[config.mk]
export PLATFORM = sky130hd
export DESIGN_NAME = murmur2_string_hash_core
export DESIGN_NICKNAME = d
export VERILOG_FILES = /design/src/sv/mm2_pkg.sv /design/src/sv/murmur2_string_hash_core.sv /design/src/sv/mm2_front.sv /design/src/sv/mm2_queue.sv /design/src/sv/mm2_back.sv
export SDC_FILE = /design/constraint.sdc
export NUM_CORES = 2
export LEC_CHECK = 0
export BUFFER_PORTS_ARGS = -buffer_cell sky130_fd_sc_hd__buf_2
export CORE_MARGIN = 2
export CORE_UTILIZATION = 65
export CTS_CLUSTER_SIZE = 40
export DETAILED_ROUTE_END_ITERATION = 10
export HOLD_SLACK_MARGIN = 0.03
export PLACE_DENSITY_LB_ADDON = 0.05
export REMOVE_ABC_BUFFERS = 1
export SYNTH_ARGS = -nofsm -noshare
export SYNTH_HDL_FRONTEND = slang
export SYNTH_SLANG_ARGS = --single-unit
[constraint.sdc]
create_clock -name clk -period 27.4 [get_ports clk]
set_clock_uncertainty 0.05 [all_clocks]
set_input_delay 2.74 -clock clk [delete_from_list [all_inputs] [get_ports clk]]
set_output_delay 2.74 -clock clk [all_outputs]
set_load 0.1 [all_outputs]
[src/sv/mm2_pkg.sv]
`timescale 1ns / 1ps
// ----------------------------------------------------------------------------
// mm2_pkg
// Shared types, constants and helpers for the MurmurHash2 string hash core.
// ----------------------------------------------------------------------------
package mm2_pkg;

  localparam logic [31:0] MIX_MUL    = 32'h5bd1e995;
  localparam int unsigned MIX_SHIFT  = 24;
  localparam logic [31:0] SEED_RESET = 32'h811c9dc5;
  localparam int unsigned FIN_SHIFT1 = 13;
  localparam int unsigned FIN_SHIFT2 = 15;

  // how the back end folds a chunk into the running hash
  typedef enum logic [1:0] {
    KIND_NONE,
    KIND_TAIL,
    KIND_FULL
  } kind_t;

  typedef enum logic [1:0] {
    FE_IDLE,
    FE_MUL1,
    FE_MUL2
  } fe_state_t;

  // one classified chunk on its way from front to back
  typedef struct packed {
    kind_t       kind;
    logic [31:0] data;
    logic        first;
    logic        last;
    logic [31:0] key_length;
  } entry_t;

  typedef struct packed {
    logic empty;
    logic full;
  } q_stat_t;

  function automatic logic [31:0] mul_m(input logic [31:0] x);
    logic [63:0] p;
    p = 64'(x) * 64'(MIX_MUL);
    return p[31:0];
  endfunction

  function automatic kind_t classify(input logic [2:0] count);
    kind_t k;
    if (count >= 3'd4) begin
      k = KIND_FULL;
    end else if (count == 3'd0) begin
      k = KIND_NONE;
    end else begin
      k = KIND_TAIL;
    end
    return k;
  endfunction

  // drop bytes at or above count
  function automatic logic [31:0] tail_mask(input logic [31:0] chunk,
                                            input logic [2:0]  count);
    logic [31:0] m;
    unique case (count)
      3'd0:    m = 32'h0000_0000;
      3'd1:    m = 32'h0000_00ff;
      3'd2:    m = 32'h0000_ffff;
      3'd3:    m = 32'h00ff_ffff;
      default: m = 32'hffff_ffff;
    endcase
    return chunk & m;
  endfunction

endpackage

[src/sv/murmur2_string_hash_core.sv]
`timescale 1ns / 1ps
// ----------------------------------------------------------------------------
// murmur2_string_hash_core
// 32-bit MurmurHash2 of a key streamed as little-endian four-byte chunks.
// ----------------------------------------------------------------------------
// Usage:
//   Input queue: present key_chunk/byte_count/first_chunk/last_chunk/
//   key_length with push; a transfer happens when push is high and full low.
//   key_length counts only on a chunk marked first_chunk.
//   Result queue: hash_value is valid while empty is low; pop takes it.
//   Only a chunk marked last_chunk produces a result.
//   Seed: cfg_data is written when cfg_valid and cfg_ready are high
//   (cfg_ready is always high); write it only while the core is idle.
// Timing:
//   The front end takes a new chunk only as it queues the previous one, after
//   its two chained multiplies of the full-word premix. The back end folds a
//   chunk per cycle unless a finalization waits on a held result. A stalled
//   result holds the result register; once a further last chunk waits, the
//   back end stops, the chunk queue (QUEUE_DEPTH entries) fills, then full rises.
// Reset: seed = 0x811c9dc5, running hash = 0, both queues empty.
// ----------------------------------------------------------------------------
module murmur2_string_hash_core #(
  parameter int QUEUE_DEPTH = 4
) (
  input  logic        clk,
  input  logic        rst,
  input  logic        push,
  output logic        full,
  input  logic [31:0] key_chunk,
  input  logic [2:0]  byte_count,
  input  logic        first_chunk,
  input  logic        last_chunk,
  input  logic [31:0] key_length,
  output logic        empty,
  input  logic        pop,
  output logic [31:0] hash_value,
  input  logic        cfg_valid,
  output logic        cfg_ready,
  input  logic [31:0] cfg_data
);
  import mm2_pkg::*;

  logic [31:0] seed;
  logic        q_push;
  logic        q_pop;
  entry_t      q_wr_entry;
  entry_t      q_rd_entry;
  q_stat_t     q_stat;

  assign cfg_ready = 1'b1;

  always_ff @(posedge clk) begin
    if (rst) begin
      seed <= SEED_RESET;
    end else if (cfg_valid && cfg_ready) begin
      seed <= cfg_data;
    end
  end

  mm2_front u_front (
    .clk         (clk),
    .rst         (rst),
    .push        (push),
    .full        (full),
    .key_chunk   (key_chunk),
    .byte_count  (byte_count),
    .first_chunk (first_chunk),
    .last_chunk  (last_chunk),
    .key_length  (key_length),
    .q_stat      (q_stat),
    .q_push      (q_push),
    .q_entry     (q_wr_entry)
  );

  mm2_queue #(
    .DEPTH (QUEUE_DEPTH)
  ) u_queue (
    .clk      (clk),
    .rst      (rst),
    .wr_en    (q_push),
    .wr_entry (q_wr_entry),
    .rd_en    (q_pop),
    .rd_entry (q_rd_entry),
    .stat     (q_stat)
  );

  mm2_back u_back (
    .clk        (clk),
    .rst        (rst),
    .seed       (seed),
    .q_stat     (q_stat),
    .q_entry    (q_rd_entry),
    .q_pop      (q_pop),
    .empty      (empty),
    .pop        (pop),
    .hash_value (hash_value)
  );

`ifndef SYNTH
  a_no_push_when_full: assert property (@(posedge clk) disable iff (rst)
    q_push |-> !q_stat.full)
    else $error("chunk queue written while full");

  a_no_pop_when_empty: assert property (@(posedge clk) disable iff (rst)
    q_pop |-> !q_stat.empty)
    else $error("chunk queue read while empty");

  a_busy_after_take: assert property (@(posedge clk) disable iff (rst)
    (push && !full) |=> full)
    else $error("front end took a chunk while the premix was busy");
`endif

endmodule

[src/sv/mm2_front.sv]
`timescale 1ns / 1ps
// ----------------------------------------------------------------------------
// mm2_front
// Input side: takes chunks, classifies them and premixes full words
// (k * m, k ^= k >> 24, k * m) in states FE_MUL1 and FE_MUL2 before queuing them.
// ----------------------------------------------------------------------------
module mm2_front (
  input  logic              clk,
  input  logic              rst,
  input  logic              push,
  output logic              full,
  input  logic [31:0]       key_chunk,
  input  logic [2:0]        byte_count,
  input  logic              first_chunk,
  input  logic              last_chunk,
  input  logic [31:0]       key_length,
  input  mm2_pkg::q_stat_t  q_stat,
  output logic              q_push,
  output mm2_pkg::entry_t   q_entry
);
  import mm2_pkg::*;

  fe_state_t   state;
  fe_state_t   state_next;
  logic        take;
  logic [31:0] chunk;
  kind_t       kind;
  logic        first;
  logic        last;
  logic [31:0] klen;
  logic [31:0] k1;
  logic [31:0] k1_mixed;

  always_comb begin
    state_next = state;
    unique case (state)
      FE_IDLE: begin
        if (push) state_next = FE_MUL1;
      end
      FE_MUL1: state_next = FE_MUL2;
      FE_MUL2: begin
        if (!q_stat.full) state_next = push ? FE_MUL1 : FE_IDLE;
      end
      default: state_next = FE_IDLE;
    endcase
  end

  always_comb begin
    full   = 1'b1;
    q_push = 1'b0;
    unique case (state)
      FE_IDLE: full = 1'b0;
      FE_MUL1: full = 1'b1;
      FE_MUL2: begin
        // next chunk may enter in the cycle the current one is queued
        full   = q_stat.full;
        q_push = !q_stat.full;
      end
      default: full = 1'b1;
    endcase
  end

  assign take = push && !full;

  always_ff @(posedge clk) begin
    if (rst) begin
      state <= FE_IDLE;
    end else begin
      state <= state_next;
    end
  end

  always_ff @(posedge clk) begin
    if (take) begin
      chunk <= tail_mask(key_chunk, byte_count);
      kind  <= classify(byte_count);
      first <= first_chunk;
      last  <= last_chunk;
      klen  <= key_length;
    end
    if (state == FE_MUL1) begin
      k1 <= (kind == KIND_FULL) ? mul_m(chunk) : chunk;
    end
  end

  assign k1_mixed = k1 ^ (k1 >> MIX_SHIFT);

  always_comb begin
    q_entry.kind       = kind;
    q_entry.data       = (kind == KIND_FULL) ? mul_m(k1_mixed) : k1;
    q_entry.first      = first;
    q_entry.last       = last;
    q_entry.key_length = klen;
  end

endmodule

[src/sv/mm2_queue.sv]
`timescale 1ns / 1ps
// ----------------------------------------------------------------------------
// mm2_queue
// Short FIFO of classified chunks between the front and the back end.
// ----------------------------------------------------------------------------
module mm2_queue #(
  parameter int DEPTH = 4
) (
  input  logic             clk,
  input  logic             rst,
  input  logic             wr_en,
  input  mm2_pkg::entry_t  wr_entry,
  input  logic             rd_en,
  output mm2_pkg::entry_t  rd_entry,
  output mm2_pkg::q_stat_t stat
);
  import mm2_pkg::*;

  localparam int AW = (DEPTH > 1) ? $clog2(DEPTH) : 1;
  localparam int CW = $clog2(DEPTH + 1);

  entry_t        slots [DEPTH];
  logic [AW-1:0] wr_ptr;
  logic [AW-1:0] rd_ptr;
  logic [CW-1:0] count;

  function automatic logic [AW-1:0] bump(input logic [AW-1:0] p);
    return (p == AW'(DEPTH - 1)) ? '0 : p + AW'(1);
  endfunction

  always_ff @(posedge clk) begin
    if (wr_en) slots[wr_ptr] <= wr_entry;
  end

  always_ff @(posedge clk) begin
    if (rst) begin
      wr_ptr <= '0;
      rd_ptr <= '0;
      count  <= '0;
    end else begin
      if (wr_en) wr_ptr <= bump(wr_ptr);
      if (rd_en) rd_ptr <= bump(rd_ptr);
      if (wr_en && !rd_en) begin
        count <= count + CW'(1);
      end else if (rd_en && !wr_en) begin
        count <= count - CW'(1);
      end
    end
  end

  assign rd_entry   = slots[rd_ptr];
  assign stat.empty = (count == '0);
  assign stat.full  = (count == CW'(DEPTH));

endmodule

[src/sv/mm2_back.sv]
`timescale 1ns / 1ps
// ----------------------------------------------------------------------------
// mm2_back
// Back end: folds queued chunks into the running hash, one per cycle unless a
// finalization stalls; a last chunk's 13/15 finalization goes to the result register.
// ----------------------------------------------------------------------------
module mm2_back (
  input  logic             clk,
  input  logic             rst,
  input  logic [31:0]      seed,
  input  mm2_pkg::q_stat_t q_stat,
  input  mm2_pkg::entry_t  q_entry,
  output logic             q_pop,
  output logic             empty,
  input  logic             pop,
  output logic [31:0]      hash_value
);
  import mm2_pkg::*;

  logic [31:0] running_hash;
  logic [31:0] running_hash_next;
  logic [31:0] h0;
  logic        fin_pend;
  logic        fin_go;
  logic        res_valid;
  logic [31:0] fin_x;
  logic [31:0] fin_m;

  // finalization reads running_hash before the next chunk overwrites it
  assign fin_go = fin_pend && (!res_valid || pop);
  assign q_pop  = !q_stat.empty && (!fin_pend || fin_go);

  assign h0 = q_entry.first ? (seed ^ q_entry.key_length) : running_hash;

  always_comb begin
    unique case (q_entry.kind)
      KIND_FULL: running_hash_next = mul_m(h0) ^ q_entry.data;
      KIND_TAIL: running_hash_next = mul_m(h0 ^ q_entry.data);
      KIND_NONE: running_hash_next = h0;
      default:   running_hash_next = h0;
    endcase
  end

  assign fin_x = running_hash ^ (running_hash >> FIN_SHIFT1);
  assign fin_m = mul_m(fin_x);

  always_ff @(posedge clk) begin
    if (rst) begin
      running_hash <= '0;
      fin_pend     <= 1'b0;
      res_valid    <= 1'b0;
    end else begin
      if (q_pop) running_hash <= running_hash_next;
      if (q_pop && q_entry.last) begin
        fin_pend <= 1'b1;
      end else if (fin_go) begin
        fin_pend <= 1'b0;
      end
      if (fin_go) begin
        res_valid <= 1'b1;
      end else if (pop && res_valid) begin
        res_valid <= 1'b0;
      end
    end
  end

  always_ff @(posedge clk) begin
    if (fin_go) hash_value <= fin_m ^ (fin_m >> FIN_SHIFT2);
  end

  assign empty = !res_valid;

endmodule

* Yosys cells after proc, flatten, opt, wreduce, memory -nomap -nowiden
Memories as Yosys holds them, arrays and structs flattened. A register that Yosys moved wholly into a read port is not among the register bits.
Index checks and enable logic that the tools add are counted.
** Storage, ports and cells
- Bits in registers :: 207
- Memory bits (writable) :: 272
- Bits of input ports :: 106
- Output and inout bits :: 35
- Word-level logic and storage cells :: 94
- Memories kept :: 1
** Memories
- u_queue.slots :: depth 4, bits a word 68, rd ports 1, clocked after Yosys merged registers in 1, write ports 1, line mm2_queue.sv:22 : entry_t slots [DEPTH];
** Operators by class
- Add/sub/neg operators :: 4
- Multipliers :: 5
- Magnitude comparators :: 1
- Equal/unequal tests :: 13
- Multiplexer cells :: 25
- Bitwise gates (word level) :: 7
- Reduce and logical (&&, ||, !) cells :: 23
** Operators with widths (count)
- $mul A32 B31 Y32 const B :: 5
- $mux W32 :: 4
- $pmux W32 S4 :: 1
- $xor A32 B32 Y32 :: 3
- $pmux W32 S2 :: 1
- $and A32 B32 Y32 :: 1
- $xor A32 B17 Y32 :: 1
- $xor A32 B19 Y32 :: 1
- $xor A32 B8 Y32 :: 1
- $mux W2 :: 6
- $eq A2 B2 Y1 const B :: 5
- $mux W1 :: 9
- $logic_and A1 B1 Y1 :: 7
- $logic_not A1 Y1 :: 7
- $eq A3 B2 Y1 const B :: 2
- $logic_not A3 Y1 :: 2
- $mux W3 :: 2
- $pmux W2 S3 :: 1
- $reduce_bool A2 Y1 :: 3
- $add A2 B1 Y2 const B :: 2
- $eq A2 B1 Y1 const B :: 2
- $ne A2 B2 Y1 const B :: 2
- $add A3 B1 Y3 const B :: 1
- $eq A3 B1 Y1 const B :: 1
- other kinds (7) :: 8

* Logic depth before layout (Yosys ltp)
- Word-level depth :: 8
- Mapped depth :: 38
- Gate-level depth less buffers :: 33

* Cells and area by module
Synthesis repeated with hierarchy kept, for this count alone.
** Second synthesis, totals
- Cell total of the unflattened synthesis :: 5951
- Area total of the unflattened synthesis :: 64040.2 µm²
** By module, submodules not included
- mm2_back :: times used 1, cells an instance 3279, area each 30783.3 µm², seq. area each 1641.6 µm²
- mm2_front :: times used 1, cells an instance 2166, area each 21774.6 µm², seq. area each 3042.9 µm²
- mm2_queue :: times used 1, cells an instance 400, area each 10276.1 µm², seq. area each 8348.0 µm²
- murmur2_string_hash_core :: times used 1, cells an instance 106, area each 1206.2 µm², seq. area each 640.6 µm²

* Worst setup path before layout
OpenSTA, ideal clock, no wires.
- Kind :: register -> register
- From :: reg (tool-made name)
- To :: reg u_back.running_hash[28]
- Library setup time :: 0.075 ns
- Arrival time :: 8.940 ns
- Data required time :: 27.275 ns
- Path slack :: 18.335 ns
- Cell stages (with the launch flop) :: 36
- Path buffers :: 6
- Clock period less this slack :: 9.065 ns
- Cells stage by stage :: dfxtp_1 buf_6 buf_8 buf_6 buf_6 buf_6 buf_2 mux4_2 xnor2_1 xor2_1 ha_1 or2_2 ha_1 inv_1 fa_1 inv_1 ha_1 fa_1 inv_1 fa_1 inv_1 fa_1 inv_1 fa_1 inv_1 ha_1 o21a_1 o31a_1 a311o_1 a31oi_1 o41a_1 o21ai_0 o21ai_0 o211ai_1 or4b_2 o22ai_1
** RTL lines
- to (signal assigned) :: line mm2_back.sv:53 : if (q_pop) running_hash <= running_hash_next;
- to (decl) :: line mm2_back.sv:20 : logic [31:0] running_hash;

==> metrics.cfg <==
[drt]
vias_per_cell=5.593
finalWirelength_mm=162.9
wl_per_cell_um=22.29
vias=40859
drc_errors=0
ant_nets=0
drtIter0Drc=2674
first_pass_iters=6

[logic_synthesis]
synth_cell_types=82
syn_area_um2=63470
synthCells=5818
synth-async-reset-ratio=0
ys_seq_area_frac=0.2154
syn_avg_cell_area_um2=10.91
yosysMostFrequentCell=inv_1
yosys_warnings=0
synth_top_area_share=0.2776
yosysTopAreaCell=fa_1
synth_common_cells=1,684 x inv_1, 1,055 x ha_1, 880 x fa_1, 404 x edfxtp_1, 348 x xnor2_1
ys_ff_latch=481
synthFlopType=edfxtp_1
synth_edf_count=404
yosys-top-cells-area=fa_1 28%, ha_1 21%, edfxtp_1 19%, inv_1 10%, xnor2_1 4.8%

[sta]
finalSetupTns_ns=0
min_period_ns=10.30
maxSlewViolCount=0
grt_setup_unrepaired=false
setup-violations-final=0
period_share=0.3761
setup_ws_ns=17.10
fmax_mhz=97.04
max_slew_margin=0.1664
worst_slew_pin_slew_ns=1.250
hold_violations=0

[die]
dieArea_um2=100200
io_pins=141
core_um2=96710
num_rows=114
die_height_um=316.5
die_x_um=316.5
initial_utilization=0.6563

[place]
gp_congestion=0.9844
portBuffers=139
dpl.hpwl_mm=132.9
place_worst_setup_slack_ns=17.20

[critical_path]
worstSetupPathType=register to register
reg2reg_depth=27
crit_top_cell=fa_1
slowest_stage=xnor2_1
cp_max_fo=45
crit_end=u_back.running_hash[31]
worst_setup_path_end_kind=register
crit_arrival_ns=10.83
startpoint_type=register
r2r_end=u_back.running_hash[31]
crit_family=adder cells
worst_path_largest_cell_delay_ns=0.99
crit_buf_inv=5
cp.required_ns=27.93
rrSetupSlack_ns=17.10
critical_path_depth=27

[global_routing]
grt_usage=0.3398
grt_max_degree=77
antenna_found_initial=8
grt_first_pass_wirelength_mm=253.6
overflow=0
grt_pass1_vias=43710

[clock_tree]
cts_buffers=52
cts_tree=built
cts_max_level=2
cts_max_path_buffers=3
cts_root_buffer=clkbuf_16
clk_latency_ns=0.70
clk_pin_slew_ns=0.07
post_cts_resized=0
ctsHoldBuffers=0
cts.sinks=481
postCtsSetupBuffers=0

[finish]
area_growth_pct=6.683
multi_input_area_um2=43120
seq_area_um2=13680
nFillCells=7355
final_layout_size_suffix_gt1_frac=0.06735
final_net_count=8027

[job]
max_cap_violations=0

[status]
outcome=finished, final reports clean

[hold_path]
min_path_type=register to register

## state kept, by name (all words and copies together), names as in the netlist, named ones only
register	cells
u_front.klen	32
u_front.chunk	32
u_front.state	2
seed	32
u_back.fin_pend	1
u_queue.rd_ptr	2
u_back.running_hash	32
u_queue.slots	272
u_back.res_valid	1
u_front.last	1
u_front.kind	2
u_queue.wr_ptr	2
u_back.hash_value	32
u_front.k1	32
u_front.first	1
u_queue.count	3
## final cells by class
class / count / share of cell area
Multi-Input combinational cell: 3562 / 0.6368
Sequential cell: 481 / 0.2020
Inverter: 1686 / 0.09346
Tap cell: 1276 / 0.02358
Clock buffer: 63 / 0.01997
Timing Repair Buffer: 203 / 0.01737
Antenna cell: 2 / 0.00007391
Clock inverter: 33 / 0.006689
## cells in the final DEF, fill, tap and decap left out, drive strengths merged, types with 6 or more instances in the layout
master	count
clkinv	19
bufinv	8
o2111ai	6
a21oi	150
edfxtp	404
nand3	13
o21ai	120
ha	1055
a21o	71
o21a	22
buf	203
or3	9
a2111oi	7
mux4	68
o211ai	9
xnor2	357
o22ai	8
or2	16
and2	38
nand2b	21
xor2	138
fa	880
mux2i	24
a221oi	30
o21bai	18
a211o	21
nor2b	53
nand2	136
a211oi	27
dfxtp	77
nor2	157
clkbuf	63
nor3	28
inv	1690
o31ai	8
## layer usage
layer / up-vias / routed length, um / GRT usage
met5: - / 96 / 0
met1: 20596 / 66410 / 0.4478
li1: 18697 / - / -
met2: 1207 / 78490 / 0.5689
met3: 345 / 9610 / 0.04343
met4: 14 / 8264 / 0.1471
## cell families (layout without fill, tap and decap cells)
family	after synthesis	count (layout)	synth area share
adder cells (fa/ha/maj)	1939	1939	0.4862
multiplexers	94	94	0.02878
AO/OA/AOI/OAI	537	537	0.05604
flip-flops	481	481	0.2154
AND/OR/NAND/NOR	492	492	0.03639
other	1	3	0.00005908
buffers and inverters	1775	1985	0.1063
XOR/XNOR	499	499	0.07083
## worst min path at each step
stage,slack [ns],cells past startpoint,startpoint,end
after floorplan,0.40,2,u_queue.rd_ptr[1],register
after global placement,0.41,2,u_queue.rd_ptr[1],register
after detailed placement,0.43,0,u_front.klen[23],u_queue.slots[2][23]
after CTS,0.44,0,u_front.klen[31],u_queue.slots[1][31]
after global routing,0.47,0,u_front.klen[23],u_queue.slots[2][23]
final,0.44,0,u_front.klen[31],u_queue.slots[1][31]
## metrics by stage
stage               instances  hold WS [ns]  cell area [um2]  utilization
global route             7304        0.4677            67710       0.7001
global placement         7208        0.4065            65900       0.6815
finish                   7306        0.4425            67710       0.7002
detailed placement       7208        0.4317            65900       0.6815
CTS                      7304        0.4377            67710       0.7001
floorplan                5729        0.3967            63050            -
Power is not shown: default switching activity piles up to over one toggle a cycle in this logic, so the estimate is an artifact.
